## src/bcalt_pkg.sv

```systemverilog
// Package: shared constants, tables and payload types for the barometric compensation block.
`timescale 1ns / 1ps
`default_nettype none
package bcalt_pkg;

  localparam int DEF_MIN_PRESSURE = 10000;
  localparam int DEF_MAX_PRESSURE = 1200000;
  localparam int DEF_MIN_TEMP = -4000;
  localparam int DEF_MAX_TEMP = 8500;
  localparam int DEF_INTERP_FRACTION_BITS = 10;

  localparam int TAB_N = 8;

  // table pressures in hPa/1000, factor of entry i is 14 - i mm per hPa/1000
  localparam logic [20:0] TAB_P [TAB_N] = '{
    21'd1225005, 21'd1118311, 21'd1012049, 21'd909702,
    21'd808871, 21'd710051, 21'd614001, 21'd520296
  };

  // segment spans (entry i to i+1); last slot is never selected for a divide
  localparam logic [16:0] TAB_T [TAB_N] = '{
    17'd106694, 17'd106262, 17'd102347, 17'd100831,
    17'd98820, 17'd96050, 17'd93705, 17'd1
  };

  // floor(2^32 / span)
  localparam logic [16:0] RECIP [TAB_N] = '{
    17'(64'h1_0000_0000 / 64'd106694), 17'(64'h1_0000_0000 / 64'd106262),
    17'(64'h1_0000_0000 / 64'd102347), 17'(64'h1_0000_0000 / 64'd100831),
    17'(64'h1_0000_0000 / 64'd98820), 17'(64'h1_0000_0000 / 64'd96050),
    17'(64'h1_0000_0000 / 64'd93705), 17'd0
  };

  localparam logic [3:0] TOP_LOWER_FACTOR = 4'd13;
  localparam logic [3:0] LAST_FACTOR = 4'd7;

  // divide by ten: floor(2^25 / 10), input capped below 2^25
  localparam logic [21:0] RECIP10 = 22'(64'd33554432 / 64'd10);
  localparam logic [24:0] ALT_DIV_CAP = 25'd20000010;
  localparam logic [21:0] ALT_LIMIT = 22'd2000000;
  localparam logic [20:0] REF_P_RESET = 21'd1013250;

  typedef enum logic [2:0] {
    CFG_C1     = 3'd0,
    CFG_C2     = 3'd1,
    CFG_C3     = 3'd2,
    CFG_C4     = 3'd3,
    CFG_C5     = 3'd4,
    CFG_C6     = 3'd5,
    CFG_REF_P  = 3'd6,
    CFG_CAL_OK = 3'd7
  } cfg_idx_t;

  typedef struct packed {
    logic [15:0] c1;
    logic [15:0] c2;
    logic [15:0] c3;
    logic [15:0] c4;
    logic [15:0] c5;
    logic [15:0] c6;
  } calib_t;

  typedef struct packed {
    logic [23:0]        d1;
    logic signed [40:0] off;
    logic signed [40:0] sens;
    logic signed [14:0] tout;
  } comp_t;

  typedef struct packed {
    logic [20:0]        press;
    logic signed [14:0] tout;
  } press_t;

endpackage
`default_nettype wire

```

## src/bcalt_press.sv

```systemverilog
// Pressure pipeline: split D1 x SENS product, offset, scale and clamp.
`timescale 1ns / 1ps
`default_nettype none
module bcalt_press #(
  parameter int MIN_PRESSURE = bcalt_pkg::DEF_MIN_PRESSURE,
  parameter int MAX_PRESSURE = bcalt_pkg::DEF_MAX_PRESSURE
) (
  input  wire logic             clk,
  input  wire logic             rst_n,
  input  wire logic             up_valid,
  output logic                  up_ready,
  input  wire bcalt_pkg::comp_t up_data,
  output logic                  dn_valid,
  input  wire logic             dn_ready,
  output bcalt_pkg::press_t     dn_data
);
  import bcalt_pkg::*;

  localparam int NS = 2;

  logic [NS-1:0] v_r, v_nxt;
  logic [NS:0]   en;

  always_comb begin
    en[NS] = dn_ready;
    for (int k = NS - 1; k >= 0; k--) begin
      en[k] = !v_r[k] || en[k+1];
    end
    for (int k = 0; k < NS; k++) begin
      if (en[k]) begin
        v_nxt[k] = (k == 0) ? up_valid : v_r[k-1];
      end else begin
        v_nxt[k] = v_r[k];
      end
    end
  end

  always_ff @(posedge clk) begin
    if (!rst_n) begin
      v_r <= '0;
    end else begin
      v_r <= v_nxt;
    end
  end

  assign up_ready = en[0];
  assign dn_valid = v_r[NS-1];

  // stage 0: D1 x SENS as high (signed) and low (unsigned 21-bit) partial products
  logic [44:0]        pl_0_r, pl_0_nxt;
  logic signed [44:0] ph_0_r, ph_0_nxt;
  logic signed [40:0] off_0_r;
  logic signed [14:0] tout_0_r;
  logic [20:0]        sl;
  logic signed [19:0] sh;
  assign sl = up_data.sens[20:0];
  assign sh = up_data.sens[40:21];
  assign pl_0_nxt = 45'(up_data.d1) * 45'(sl);
  assign ph_0_nxt = $signed({1'b0, up_data.d1}) * sh;
  always_ff @(posedge clk) begin
    if (en[0]) begin
      pl_0_r   <= pl_0_nxt;
      ph_0_r   <= ph_0_nxt;
      off_0_r  <= up_data.off;
      tout_0_r <= up_data.tout;
    end
  end

  // stage 1: ((D1*SENS >> 21) - OFF) * 10 >> 15, clamp
  press_t             out_r, out_nxt;
  logic signed [45:0] xx;
  logic signed [46:0] yy;
  logic signed [50:0] zz;
  logic signed [35:0] pp;
  always_comb begin
    xx = 46'(ph_0_r) + $signed({22'd0, pl_0_r[44:21]});
    yy = 47'(xx) - 47'(off_0_r);
    zz = (51'(yy) <<< 3) + (51'(yy) <<< 1);
    pp = zz[50:15];
    if (pp < MIN_PRESSURE) begin
      out_nxt.press = 21'(MIN_PRESSURE);
    end else if (pp > MAX_PRESSURE) begin
      out_nxt.press = 21'(MAX_PRESSURE);
    end else begin
      out_nxt.press = pp[20:0];
    end
    out_nxt.tout = tout_0_r;
  end

  always_ff @(posedge clk) begin
    if (en[1]) begin
      out_r <= out_nxt;
    end
  end

  assign dn_data = out_r;

endmodule
`default_nettype wire

```

## config.mk

```make
export PLATFORM = sky130hd
export DESIGN_NAME = bcalt_press
export DESIGN_NICKNAME = d
export VERILOG_FILES = /design/src/bcalt_pkg.sv /design/src/bcalt_press.sv
export SDC_FILE = /design/constraint.sdc
export NUM_CORES = 2
export LEC_CHECK = 0
export BUFFER_PORTS_ARGS = -buffer_cell sky130_fd_sc_hd__buf_4
export CELL_PAD_IN_SITES_DETAIL_PLACEMENT = 1
export CELL_PAD_IN_SITES_GLOBAL_PLACEMENT = 2
export CORE_MARGIN = 5
export CORE_UTILIZATION = 45
export CTS_BUF_LIST = sky130_fd_sc_hd__clkbuf_8 sky130_fd_sc_hd__clkbuf_16
export CTS_CLUSTER_SIZE = 30
export DETAILED_ROUTE_END_ITERATION = 8
export GPL_TIMING_DRIVEN = 1
export PLACE_DENSITY_LB_ADDON = 0.12
export SYNTH_ARGS = -nofsm -noshare
export SYNTH_HDL_FRONTEND = slang
export SYNTH_SLANG_ARGS = --single-unit
```

## constraint.sdc

```tcl
create_clock -name clk -period 13.88 [get_ports clk]
set_input_delay 0.694 -clock clk [delete_from_list [all_inputs] [get_ports clk]]
set_output_delay 0.694 -clock clk [all_outputs]
set_load 0.05 [all_outputs]
```

==> impl_metrics.yaml <==
outcome:
  status: "finished clean"
die:
  dieArea_um2: 100000
  rows: 112
  io_pins: 163
  start_util: 0.453
  die_h_um: 317
  core_um2: 93500
  die_w_um: 317
clock_network:
  numCtsBuffers: 17
  clk-insertion-delay-late_ns: 0.48
  cts_tree: "yes"
  htreeDepth: 4
  cts.clk_slew.worst_paths_ns: 0.07
  ctsResizeCount: 0
  cts_root_buf: "clkbuf_16"
  postCtsHoldBufs: 0
  clock_path_buffers: 2
  cts_num_sinks: 163
  cts_setup_buffers: 0
timing:
  skew_ns: 0.0148
  hold_viol: 0
  fmax_ghz: 0.116
  setup_viol: 0
  tightest_slew_ns: 0.939
  slew_headroom: 0.374
  rsz0062_at_grt: "no"
  final_max_slew_viol_count: 0
  period_share: 0.620
  tns_ns: 0
  fin_crit_ns: 8.60
routing:
  drt_iter0_markers: 1404
  avgViaCountPerCell: 5.24
  drc: 0
  first_pass_iters: 5
  drt-total-wl_mm: 119
  ant_nets: 0
  vias: 30600
  wl_per_cell_um: 20.4
synth:
  synth-edff-count: 161
  synth_nets: 5975
  synthArstFlopShare: 0
  synth_cells: 4575
  syn_area_per_cell_um2: 9.26
  synth-seq-cells: 163
  yosysSeqAreaShare: 0.115
  yosysTopAreaCellShare: 0.392
  synthDistinctLibCells: 88
  synthFlopType: "edfxtp_1"
  synth_area_leaders: "fa_1 (39%), ha_1 (13%), edfxtp_1 (11%), inv_1 (8.7%), nand2_1 (6.2%)"
  synth_top_area_cell: "fa_1"
  ys_warn_count: 0
  syn_area_um2: 42400
setup_path:
  setup.worst_path.class: "flip-flop to flip-flop"
  cpPeakStageDelay_ns: 0.62
  critPathTopFamily: "compound AO/OA/AOI/OAI gates"
  startpoint_type: "flip-flop"
  crit_path_top_delay_cell: "o41ai_1"
  worstPathArrival_ns: 8.82
  critPathMaxFanout: 14
  critPathCaptureType: "flip-flop"
  crit_buf_inv: 2
  cp.required_ns: 14.10
min_path:
  hold_path_class: "input port to flip-flop"
final_layout:
  nets: 5967
  drive_gt1_frac: 0.0566
  area.growth.synth_to_final_pct: 6.34
  fillers: 10800
place:
  place_congestion: 0.811
  hpwl_mm: 96.0
  portBuffers: 162
global_route:
  grt.met1_usage: 0.336
  grt_pass1_wl_mm: 193
  grt.busiest_layer: "met2"
  grt_max_degree: 65
  first_global_vias: 34800
  antenna_found_initial: 1
  track_usage: 0.246
  grtUsageMet2: 0.430
  overflow: 0
  use_met3: 0.0266
flow_run:
  maxCapViolCount: 0
==> per-layer routing <==
metal | up-vias | part of all wire
met5 | - | 0
met4 | 0 | 0.018
met3 | 101 | 0.038
met2 | 448 | 0.49
met1 | 16000 | 0.45
li1 | 14000 | -
==> area by class of cell <==
type                       count  area, um^2  area share
tap                         1254        1570      0.0348
inverter                     984        3690      0.0819
sequential                   163        4870       0.108
clock inverter                14         141     0.00314
antenna                        1        2.50   0.0000555
clock buffer                  18         439     0.00974
timing repair buffer         174        1310      0.0290
multi-input combinational   3227       33000       0.733
==> metrics by stage <==
stage | hold slack (ns) | util | cells | instance area [um^2] | setup slack (ns)
5_1_grt | 0.349 | 0.482 | 5834 | 45100 | 4.69
4_1_cts | 0.339 | 0.482 | 5834 | 45100 | 5.14
2_1_floorplan | 0.400 | - | 4575 | 42400 | 6.11
3_5_place_dp | 0.406 | 0.476 | 5802 | 44500 | 4.83
3_3_place_gp | 0.401 | 0.476 | 5802 | 44500 | 5.04
6_report | 0.387 | 0.482 | 5835 | 45100 | 5.28
==> Yosys cell counts, types with 25 or more instances <==
cell	instances
a21o_1	61
a21oi_1	122
and2_1	340
clkbuf_1	194
edfxtp_1	161
fa_1	831
ha_1	444
inv_1	984
nand2_1	700
nand2b_1	51
nand3_1	30
nor2_1	106
nor3_1	25
o21ai_0	63
o21bai_1	27
xnor2_1	87
xor2_1	39
==> kinds of logic after synthesis <==
group / synth area share
xor+xnor: 0.0260
flops: 0.115
mux: 0.00162
buf+inv: 0.106
fa+ha+maj: 0.524
simple gates: 0.158
compound gates: 0.0703
==> state kept, by name, indices dropped and copies added, names as in the netlist <==
signal,count
off_0_r,41
pl_0_r,24
ph_0_r,45
v_r,2
dn_data,36
tout_0_r,15
==> path summary, 6_finish.rpt <==
| check | startpoint | endpoint | slack [ns] | cells after the start |
|---|---|---|---|---|
| setup / recovery | off_0_r[0]$_DFFE_PP_ | dn_data[24]$_SDFFCE_PP1P_ | 5.28 | 31 |
| hold / removal | up_data[5] | tout_0_r[5]$_DFFE_PP_ | 0.39 | 1 |
| setup reg to reg | off_0_r[0]$_DFFE_PP_ | dn_data[24]$_SDFFCE_PP1P_ | 5.28 | 31 |
| hold reg to reg | tout_0_r[4]$_DFFE_PP_ | dn_data[4]$_DFFE_PP_ | 0.42 | 0 |
==> layout by cell type, fill, tap and decap left out, types with 15 or more instances in the layout <==
| master | n |
|---|---|
| clkbuf_16 | 17 |
| o21ai_0 | 63 |
| nor3_1 | 25 |
| xor2_1 | 39 |
| nor2_1 | 106 |
| a21oi_1 | 122 |
| ha_1 | 444 |
| nand4_1 | 22 |
| nand2_1 | 699 |
| a21o_1 | 61 |
| fa_1 | 831 |
| o21bai_1 | 27 |
| a211oi_1 | 19 |
| and2_1 | 340 |
| nand2b_1 | 51 |
| edfxtp_1 | 161 |
| xnor2_1 | 87 |
| buf_4 | 174 |
| o21a_1 | 19 |
| and3_1 | 19 |
| inv_1 | 985 |
| nor2b_1 | 24 |
| a31oi_1 | 15 |
| nand3_1 | 30 |
Power is not shown: default switching activity piles up to over one toggle a cycle in this logic, so the estimate is an artifact.
