$ cat src/bcalt_pkg.sv
// Package: shared constants, tables and payload types for the barometric compensation block.
`timescale 1ns / 1ps
`default_nettype none
package bcalt_pkg;

  localparam int DEF_MIN_PRESSURE = 10000;
  localparam int DEF_MAX_PRESSURE = 1200000;
  localparam int DEF_MIN_TEMP = -4000;
  localparam int DEF_MAX_TEMP = 8500;
  localparam int DEF_INTERP_FRACTION_BITS = 10;

  localparam int TAB_N = 8;

  // table pressures in hPa/1000, factor of entry i is 14 - i mm per hPa/1000
  localparam logic [20:0] TAB_P [TAB_N] = '{
    21'd1225005, 21'd1118311, 21'd1012049, 21'd909702,
    21'd808871, 21'd710051, 21'd614001, 21'd520296
  };

  // segment spans (entry i to i+1); last slot is never selected for a divide
  localparam logic [16:0] TAB_T [TAB_N] = '{
    17'd106694, 17'd106262, 17'd102347, 17'd100831,
    17'd98820, 17'd96050, 17'd93705, 17'd1
  };

  // floor(2^32 / span)
  localparam logic [16:0] RECIP [TAB_N] = '{
    17'(64'h1_0000_0000 / 64'd106694), 17'(64'h1_0000_0000 / 64'd106262),
    17'(64'h1_0000_0000 / 64'd102347), 17'(64'h1_0000_0000 / 64'd100831),
    17'(64'h1_0000_0000 / 64'd98820), 17'(64'h1_0000_0000 / 64'd96050),
    17'(64'h1_0000_0000 / 64'd93705), 17'd0
  };

  localparam logic [3:0] TOP_LOWER_FACTOR = 4'd13;
  localparam logic [3:0] LAST_FACTOR = 4'd7;

  // divide by ten: floor(2^25 / 10), input capped below 2^25
  localparam logic [21:0] RECIP10 = 22'(64'd33554432 / 64'd10);
  localparam logic [24:0] ALT_DIV_CAP = 25'd20000010;
  localparam logic [21:0] ALT_LIMIT = 22'd2000000;
  localparam logic [20:0] REF_P_RESET = 21'd1013250;

  typedef enum logic [2:0] {
    CFG_C1     = 3'd0,
    CFG_C2     = 3'd1,
    CFG_C3     = 3'd2,
    CFG_C4     = 3'd3,
    CFG_C5     = 3'd4,
    CFG_C6     = 3'd5,
    CFG_REF_P  = 3'd6,
    CFG_CAL_OK = 3'd7
  } cfg_idx_t;

  typedef struct packed {
    logic [15:0] c1;
    logic [15:0] c2;
    logic [15:0] c3;
    logic [15:0] c4;
    logic [15:0] c5;
    logic [15:0] c6;
  } calib_t;

  typedef struct packed {
    logic [23:0]        d1;
    logic signed [40:0] off;
    logic signed [40:0] sens;
    logic signed [14:0] tout;
  } comp_t;

  typedef struct packed {
    logic [20:0]        press;
    logic signed [14:0] tout;
  } press_t;

endpackage
`default_nettype wire

$ cat src/bcalt_alt.sv
// Altitude pipeline: table segment, interpolated factor, scaling and divide by ten.
`timescale 1ns / 1ps
`default_nettype none
module bcalt_alt #(
  parameter int MIN_PRESSURE         = bcalt_pkg::DEF_MIN_PRESSURE,
  parameter int MIN_TEMP             = bcalt_pkg::DEF_MIN_TEMP,
  parameter int INTERP_FRACTION_BITS = bcalt_pkg::DEF_INTERP_FRACTION_BITS
) (
  input  wire logic              clk,
  input  wire logic              rst_n,
  input  wire logic [20:0]       ref_p,
  input  wire logic              cal_ok,
  input  wire logic              up_valid,
  output logic                   up_ready,
  input  wire bcalt_pkg::press_t up_data,
  output logic                   dn_valid,
  input  wire logic              dn_ready,
  output logic [20:0]            dn_press,
  output logic signed [21:0]     dn_alt,
  output logic signed [14:0]     dn_temp
);
  import bcalt_pkg::*;

  localparam int NS = 7;
  localparam int FB = INTERP_FRACTION_BITS;

  logic [NS-1:0] v_r, v_nxt;
  logic [NS:0]   en;

  always_comb begin
    en[NS] = dn_ready;
    for (int k = NS - 1; k >= 0; k--) begin
      en[k] = !v_r[k] || en[k+1];
    end
    for (int k = 0; k < NS; k++) begin
      if (en[k]) begin
        v_nxt[k] = (k == 0) ? up_valid : v_r[k-1];
      end else begin
        v_nxt[k] = v_r[k];
      end
    end
  end

  always_ff @(posedge clk) begin
    if (!rst_n) begin
      v_r <= '0;
    end else begin
      v_r <= v_nxt;
    end
  end

  assign up_ready = en[0];
  assign dn_valid = v_r[NS-1];

  // stage 0: segment select; above the first point the first segment extrapolates
  logic [2:0]         up, lo;
  logic [20:0]        ld;
  press_t             pt_0_r, pt_1_r, pt_2_r, pt_3_r, pt_4_r, pt_5_r;
  logic [31:0]        x_0_r, x_0_nxt, x_1_r;
  logic [2:0]         seg_0_r, seg_1_r;
  logic               last_0_r, last_1_r;
  logic [15:0]        base_0_r, base_0_nxt, base_1_r;
  logic signed [21:0] delta_0_r, delta_0_nxt, delta_1_r, delta_2_r;
  always_comb begin
    up = '0;
    for (int k = 1; k < TAB_N; k++) begin
      if (up_data.press <= TAB_P[k]) begin
        up = 3'(k);
      end
    end
    lo          = up + 3'd1;
    ld          = up_data.press - TAB_P[lo];
    x_0_nxt     = 32'(ld) << FB;
    base_0_nxt  = 16'(TOP_LOWER_FACTOR - {1'b0, up}) << FB;
    delta_0_nxt = $signed({1'b0, ref_p}) - $signed({1'b0, up_data.press});
  end
  always_ff @(posedge clk) begin
    if (en[0]) begin
      pt_0_r    <= up_data;
      x_0_r     <= x_0_nxt;
      seg_0_r   <= up;
      last_0_r  <= (up == 3'(TAB_N - 1));
      base_0_r  <= base_0_nxt;
      delta_0_r <= delta_0_nxt;
    end
  end

  // stage 1: quotient estimate by reciprocal, may be one low
  logic [48:0] qp;
  logic [16:0] qe_1_r;
  assign qp = 49'(x_0_r) * 49'(RECIP[seg_0_r]);
  always_ff @(posedge clk) begin
    if (en[1]) begin
      pt_1_r    <= pt_0_r;
      x_1_r     <= x_0_r;
      seg_1_r   <= seg_0_r;
      last_1_r  <= last_0_r;
      base_1_r  <= base_0_r;
      delta_1_r <= delta_0_r;
      qe_1_r    <= qp[48:32];
    end
  end

  // stage 2: remainder correction, factor
  logic [33:0] qt, rem;
  logic        corr;
  logic [15:0] factor_2_r, factor_2_nxt;
  always_comb begin
    qt   = 34'(qe_1_r) * 34'(TAB_T[seg_1_r]);
    rem  = 34'(x_1_r) - qt;
    corr = rem >= 34'(TAB_T[seg_1_r]);
    if (last_1_r) begin
      factor_2_nxt = 16'(LAST_FACTOR) << FB;
    end else begin
      factor_2_nxt = base_1_r + 16'(qe_1_r) + 16'(corr);
    end
  end
  always_ff @(posedge clk) begin
    if (en[2]) begin
      pt_2_r     <= pt_1_r;
      delta_2_r  <= delta_1_r;
      factor_2_r <= factor_2_nxt;
    end
  end

  // stage 3: delta x factor
  logic signed [38:0] mm_3_r, mm_3_nxt;
  assign mm_3_nxt = delta_2_r * $signed({1'b0, factor_2_r});
  always_ff @(posedge clk) begin
    if (en[3]) begin
      pt_3_r <= pt_2_r;
      mm_3_r <= mm_3_nxt;
    end
  end

  // stage 4: drop fraction (floor), take magnitude, cap above the saturation point
  logic signed [38:0] mmf;
  logic [38:0]        mag;
  logic [24:0]        ac_4_r, ac_4_nxt;
  logic               neg_4_r, neg_5_r;
  always_comb begin
    mmf = mm_3_r >>> FB;
    mag = mmf[38] ? 39'(-mmf) : 39'(mmf);
    ac_4_nxt = (mag > 39'(ALT_DIV_CAP)) ? ALT_DIV_CAP : mag[24:0];
  end
  always_ff @(posedge clk) begin
    if (en[4]) begin
      pt_4_r  <= pt_3_r;
      ac_4_r  <= ac_4_nxt;
      neg_4_r <= mmf[38];
    end
  end

  // stage 5: quotient estimate of magnitude / 10
  logic [46:0] tp;
  logic [24:0] ac_5_r;
  logic [21:0] q_5_r;
  assign tp = 47'(ac_4_r) * 47'(RECIP10);
  always_ff @(posedge clk) begin
    if (en[5]) begin
      pt_5_r  <= pt_4_r;
      ac_5_r  <= ac_4_r;
      neg_5_r <= neg_4_r;
      q_5_r   <= tp[46:25];
    end
  end

  // stage 6: correction, saturate, sign, invalid-calibration override
  logic [24:0]        r10;
  logic [21:0]        qf, qs;
  logic [20:0]        press_6_r, press_6_nxt;
  logic signed [21:0] alt_6_r, alt_6_nxt;
  logic signed [14:0] temp_6_r, temp_6_nxt;
  always_comb begin
    r10 = ac_5_r - ((25'(q_5_r) << 3) + (25'(q_5_r) << 1));
    qf  = q_5_r + 22'(r10 >= 25'd10);
    qs  = (qf > ALT_LIMIT) ? ALT_LIMIT : qf;
    if (cal_ok) begin
      press_6_nxt = pt_5_r.press;
      alt_6_nxt   = neg_5_r ? -$signed(qs) : $signed(qs);
      temp_6_nxt  = pt_5_r.tout;
    end else begin
      press_6_nxt = 21'(MIN_PRESSURE);
      alt_6_nxt   = '0;
      temp_6_nxt  = 15'(MIN_TEMP);
    end
  end
  always_ff @(posedge clk) begin
    if (en[6]) begin
      press_6_r <= press_6_nxt;
      alt_6_r   <= alt_6_nxt;
      temp_6_r  <= temp_6_nxt;
    end
  end

  assign dn_press = press_6_r;
  assign dn_alt   = alt_6_r;
  assign dn_temp  = temp_6_r;

  a_seg_rem: assert property (@(posedge clk) disable iff (!rst_n)
    (v_r[1] && !last_1_r) |-> (rem < (34'(TAB_T[seg_1_r]) << 1)))
    else $error("segment divide remainder out of range");

  a_ten_rem: assert property (@(posedge clk) disable iff (!rst_n)
    v_r[5] |-> (r10 < 25'd20))
    else $error("divide by ten remainder out of range");

  a_alt_lim: assert property (@(posedge clk) disable iff (!rst_n)
    dn_valid |-> ((dn_alt <= $signed({1'b0, ALT_LIMIT[20:0]}))
               && (dn_alt >= -$signed({1'b0, ALT_LIMIT[20:0]}))))
    else $error("altitude beyond saturation limit");

endmodule
`default_nettype wire

$ cat config.mk
export PLATFORM = sky130hd
export DESIGN_NAME = bcalt_alt
export DESIGN_NICKNAME = d
export VERILOG_FILES = /design/src/bcalt_pkg.sv /design/src/bcalt_alt.sv
export SDC_FILE = /design/constraint.sdc
export NUM_CORES = 2
export LEC_CHECK = 0
export BUFFER_PORTS_ARGS = -buffer_cell sky130_fd_sc_hd__buf_2
export CORE_ASPECT_RATIO = 1.5
export CORE_MARGIN = 3
export CORE_UTILIZATION = 30
export DETAILED_ROUTE_END_ITERATION = 6
export PLACE_DENSITY = 0.44
export SYNTH_ARGS = -nofsm -noshare
export SYNTH_HDL_FRONTEND = slang
export SYNTH_SLANG_ARGS = --single-unit
$ cat constraint.sdc
create_clock -name clk -period 26.5 [get_ports clk]
set_clock_uncertainty 0.15 [all_clocks]
set_input_delay 1.325 -clock clk [delete_from_list [all_inputs] [get_ports clk]]
set_output_delay 1.325 -clock clk [all_outputs]
set_load 0.02 [all_outputs]
==> reports/results.ini <==
[clocking]
clock_path_buffers=3
root_buffer=clkbuf_16
cts_tree=yes
hold_buffers=0
htree_levels=3
clock_latency_ns=0.66
numCtsBuffers=68
clk_pin_slew_ns=0.06
cts.sinks=538
cts-resized-gates=0
postCtsSetupBuffers=0

[timing]
drv_slew=0
finalSetupViolations=0
fmax_mhz=78.1
worstMarginPinSlew_ns=1.23
finalHoldViolCount=0
grt_setup_unrepaired=no
period_needed_ns=12.80
fin_ws_ns=13.70
slew_headroom_pct=17.8
fin_crit_sh_pct=48.3
tns_ns=0

[die]
ios=122
rows=208
dieWidth_um=386
coreArea_um2=215000
floorplan.initialDensity_pct=30.3
die_area_um2=223000
die_height_um=576

[logic_synthesis]
seq_area_frac_synth_pct=24.7
syn_area_um2=65100
synth-main-ff-cell=edfxtp_1
postSynthAreaPerCell_um2=10.3
synth.most_common_cell=inv_1
ys_types=83
synthTopCellsByCount=inv_1 (1416), fa_1 (1048), ha_1 (658)
synth_warnings=0
synth.largest_area_cell=fa_1
synth_top_area_share_pct=32.2
synth-seq-cells=538
synth_cells=6293
synth_edf_count=531
synth_area_leaders=fa_1 (32%), edfxtp_1 (25%), ha_1 (13%), inv_1 (8.2%), and2_1 (3.7%)
syn_nets=8061
synth-async-reset-ratio_pct=0

[global_route]
grt_use_total_pct=17.5
first_global_vias=48400
antenna_found_initial=15
grt_pass1_wl_um=294000
grt_max_degree=68
overflow=0

[place]
pre_cts_slack_ns=13.86
place_hpwl_um=156000
placed_area_um2=69100
io_buffers=121
gp_congestion=0.881

[route]
drtAntennaViolNets=0
num_vias=43100
firstDrtPassIters=5
drt_iter0_drc=1961
vias_per_cell=4.66
post_drt_wl_per_cell_um=20.4
routed_wl_um=189000
drc_errors=0

[setup_path]
critPathMaxFanout=27
cp-end-kind=flop
r2r_setup_slack_ns=13.70
crit_type=reg -> reg
arrival_ns=13.01
crit_path_top_delay_cell=ha_1
startpoint_type=flop
slowest_delay_ns=1.18
crit_required_ns=26.72

[job]
maxCapViolations=0

[worst_hold_path]
hp-class=reg -> reg

[final_layout]
syn2layout_area_growth_pct=9.67
final_area_um2=71400
drive_gt1_share_pct=5.44
fin_nets=8134

[status]
status=finished, final reports clean

-- flip-flops by register name (all words and copies together) (netlist names), 7 cells and up --
register / flops
ac_4_r: 25
ac_5_r: 25
delta_0_r: 22
delta_1_r: 22
delta_2_r: 22
dn_alt: 22
dn_press: 21
dn_temp: 15
factor_2_r: 16
mm_3_r: 29
pt_0_r: 36
pt_1_r: 36
pt_2_r: 36
pt_3_r: 36
pt_4_r: 36
pt_5_r: 36
q_5_r: 22
qe_1_r: 16
v_r: 7
x_0_r: 21
x_1_r: 21
-- worst max-delay path: cells and delay by family (launching register included) --
kind | cells | cell delay (ns)
simple gates | 15 | 3.04
buf+inv | 6 | 0.82
flops | 1 | 0.90
compound gates | 12 | 2.13
xor+xnor | 2 | 0.33
fa+ha+maj | 10 | 5.11
-- kinds of logic after synthesis --
family	count (synthesis)	share of synthesized area (%)
flops	538	24.7
xor+xnor	196	2.64
simple gates	1653	12.5
buf+inv	1619	9.37
compound gates	568	5.66
mux	13	0.208
fa+ha+maj	1706	44.9
-- cell usage in the layout, fill, tap and decap left out, drive strengths merged, types with 6 or more instances in the layout --
cell	synthesis	routed
mux2i	9	9
a31o	6	6
xnor2	132	132
or3	19	19
nand2b	40	40
o211ai	13	13
nor4	23	23
clkinv	1	22
a211oi	22	22
buf	10	205
inv	1416	1422
or2	10	10
bufinv	0	6
nand2	643	643
a21oi	162	162
o221ai	6	6
a21boi	14	14
dfxtp	7	7
ha	658	658
edfxtp	531	531
fa	1048	1048
and3	48	48
o21a	32	32
clkbuf	192	83
a21o	57	57
nor3	61	61
nor2b	70	70
nand3	94	94
a2111oi	12	12
and2	388	388
nor3b	7	7
nor2	199	199
xor2	64	64
a22oi	7	7
a31oi	20	20
o21bai	16	16
o21ai	112	112
nand4	30	30
o22ai	12	12
o31ai	18	18
-- metrics by stage --
stage	hold WS (ns)	std cells	util, %
2_1_floorplan	0.250	6293	-
3_3_place_gp	0.250	9131	32.2
3_5_place_dp	0.255	9131	32.2
4_1_cts	0.261	9251	33.2
5_1_grt	0.259	9253	33.2
6_report	0.259	9253	33.2
-- per-layer routing --
| metal | vias to the layer above | track usage [%] | wire (um) |
|---|---|---|---|
| li1 | 19900 | - | - |
| met1 | 22000 | 18.7 | 69100 |
| met2 | 797 | 35.0 | 108000 |
| met3 | 340 | 1.57 | 4700 |
| met4 | 4 | 5.98 | 6930 |
| met5 | - | 0 | 27 |
-- path summary, 6_finish.rpt --
| kind | start | endpoint | cells past startpoint |
|---|---|---|---|
| worst max-delay path | seg_1_r[1] | factor_2_r[15] | 45 |
| worst min-delay path | pt_4_r[12] | pt_5_r[12] | 0 |
| worst max register to register | seg_1_r[1] | factor_2_r[15] | 45 |
| worst min register to register | pt_4_r[12] | pt_5_r[12] | 0 |
-- final cells by class --
cell class	instances	area (um2)
Fill cell	22200	144000
Multi-Input combinational cell	4136	43000
Sequential cell	538	16100
Timing Repair Buffer	205	1240
Clock inverter	37	444
Antenna cell	2	5.00
Tap cell	2835	3550
Clock buffer	83	1780
Inverter	1417	5320
Power is not shown: default switching activity piles up to over one toggle a cycle in this logic, so the estimate is an artifact.
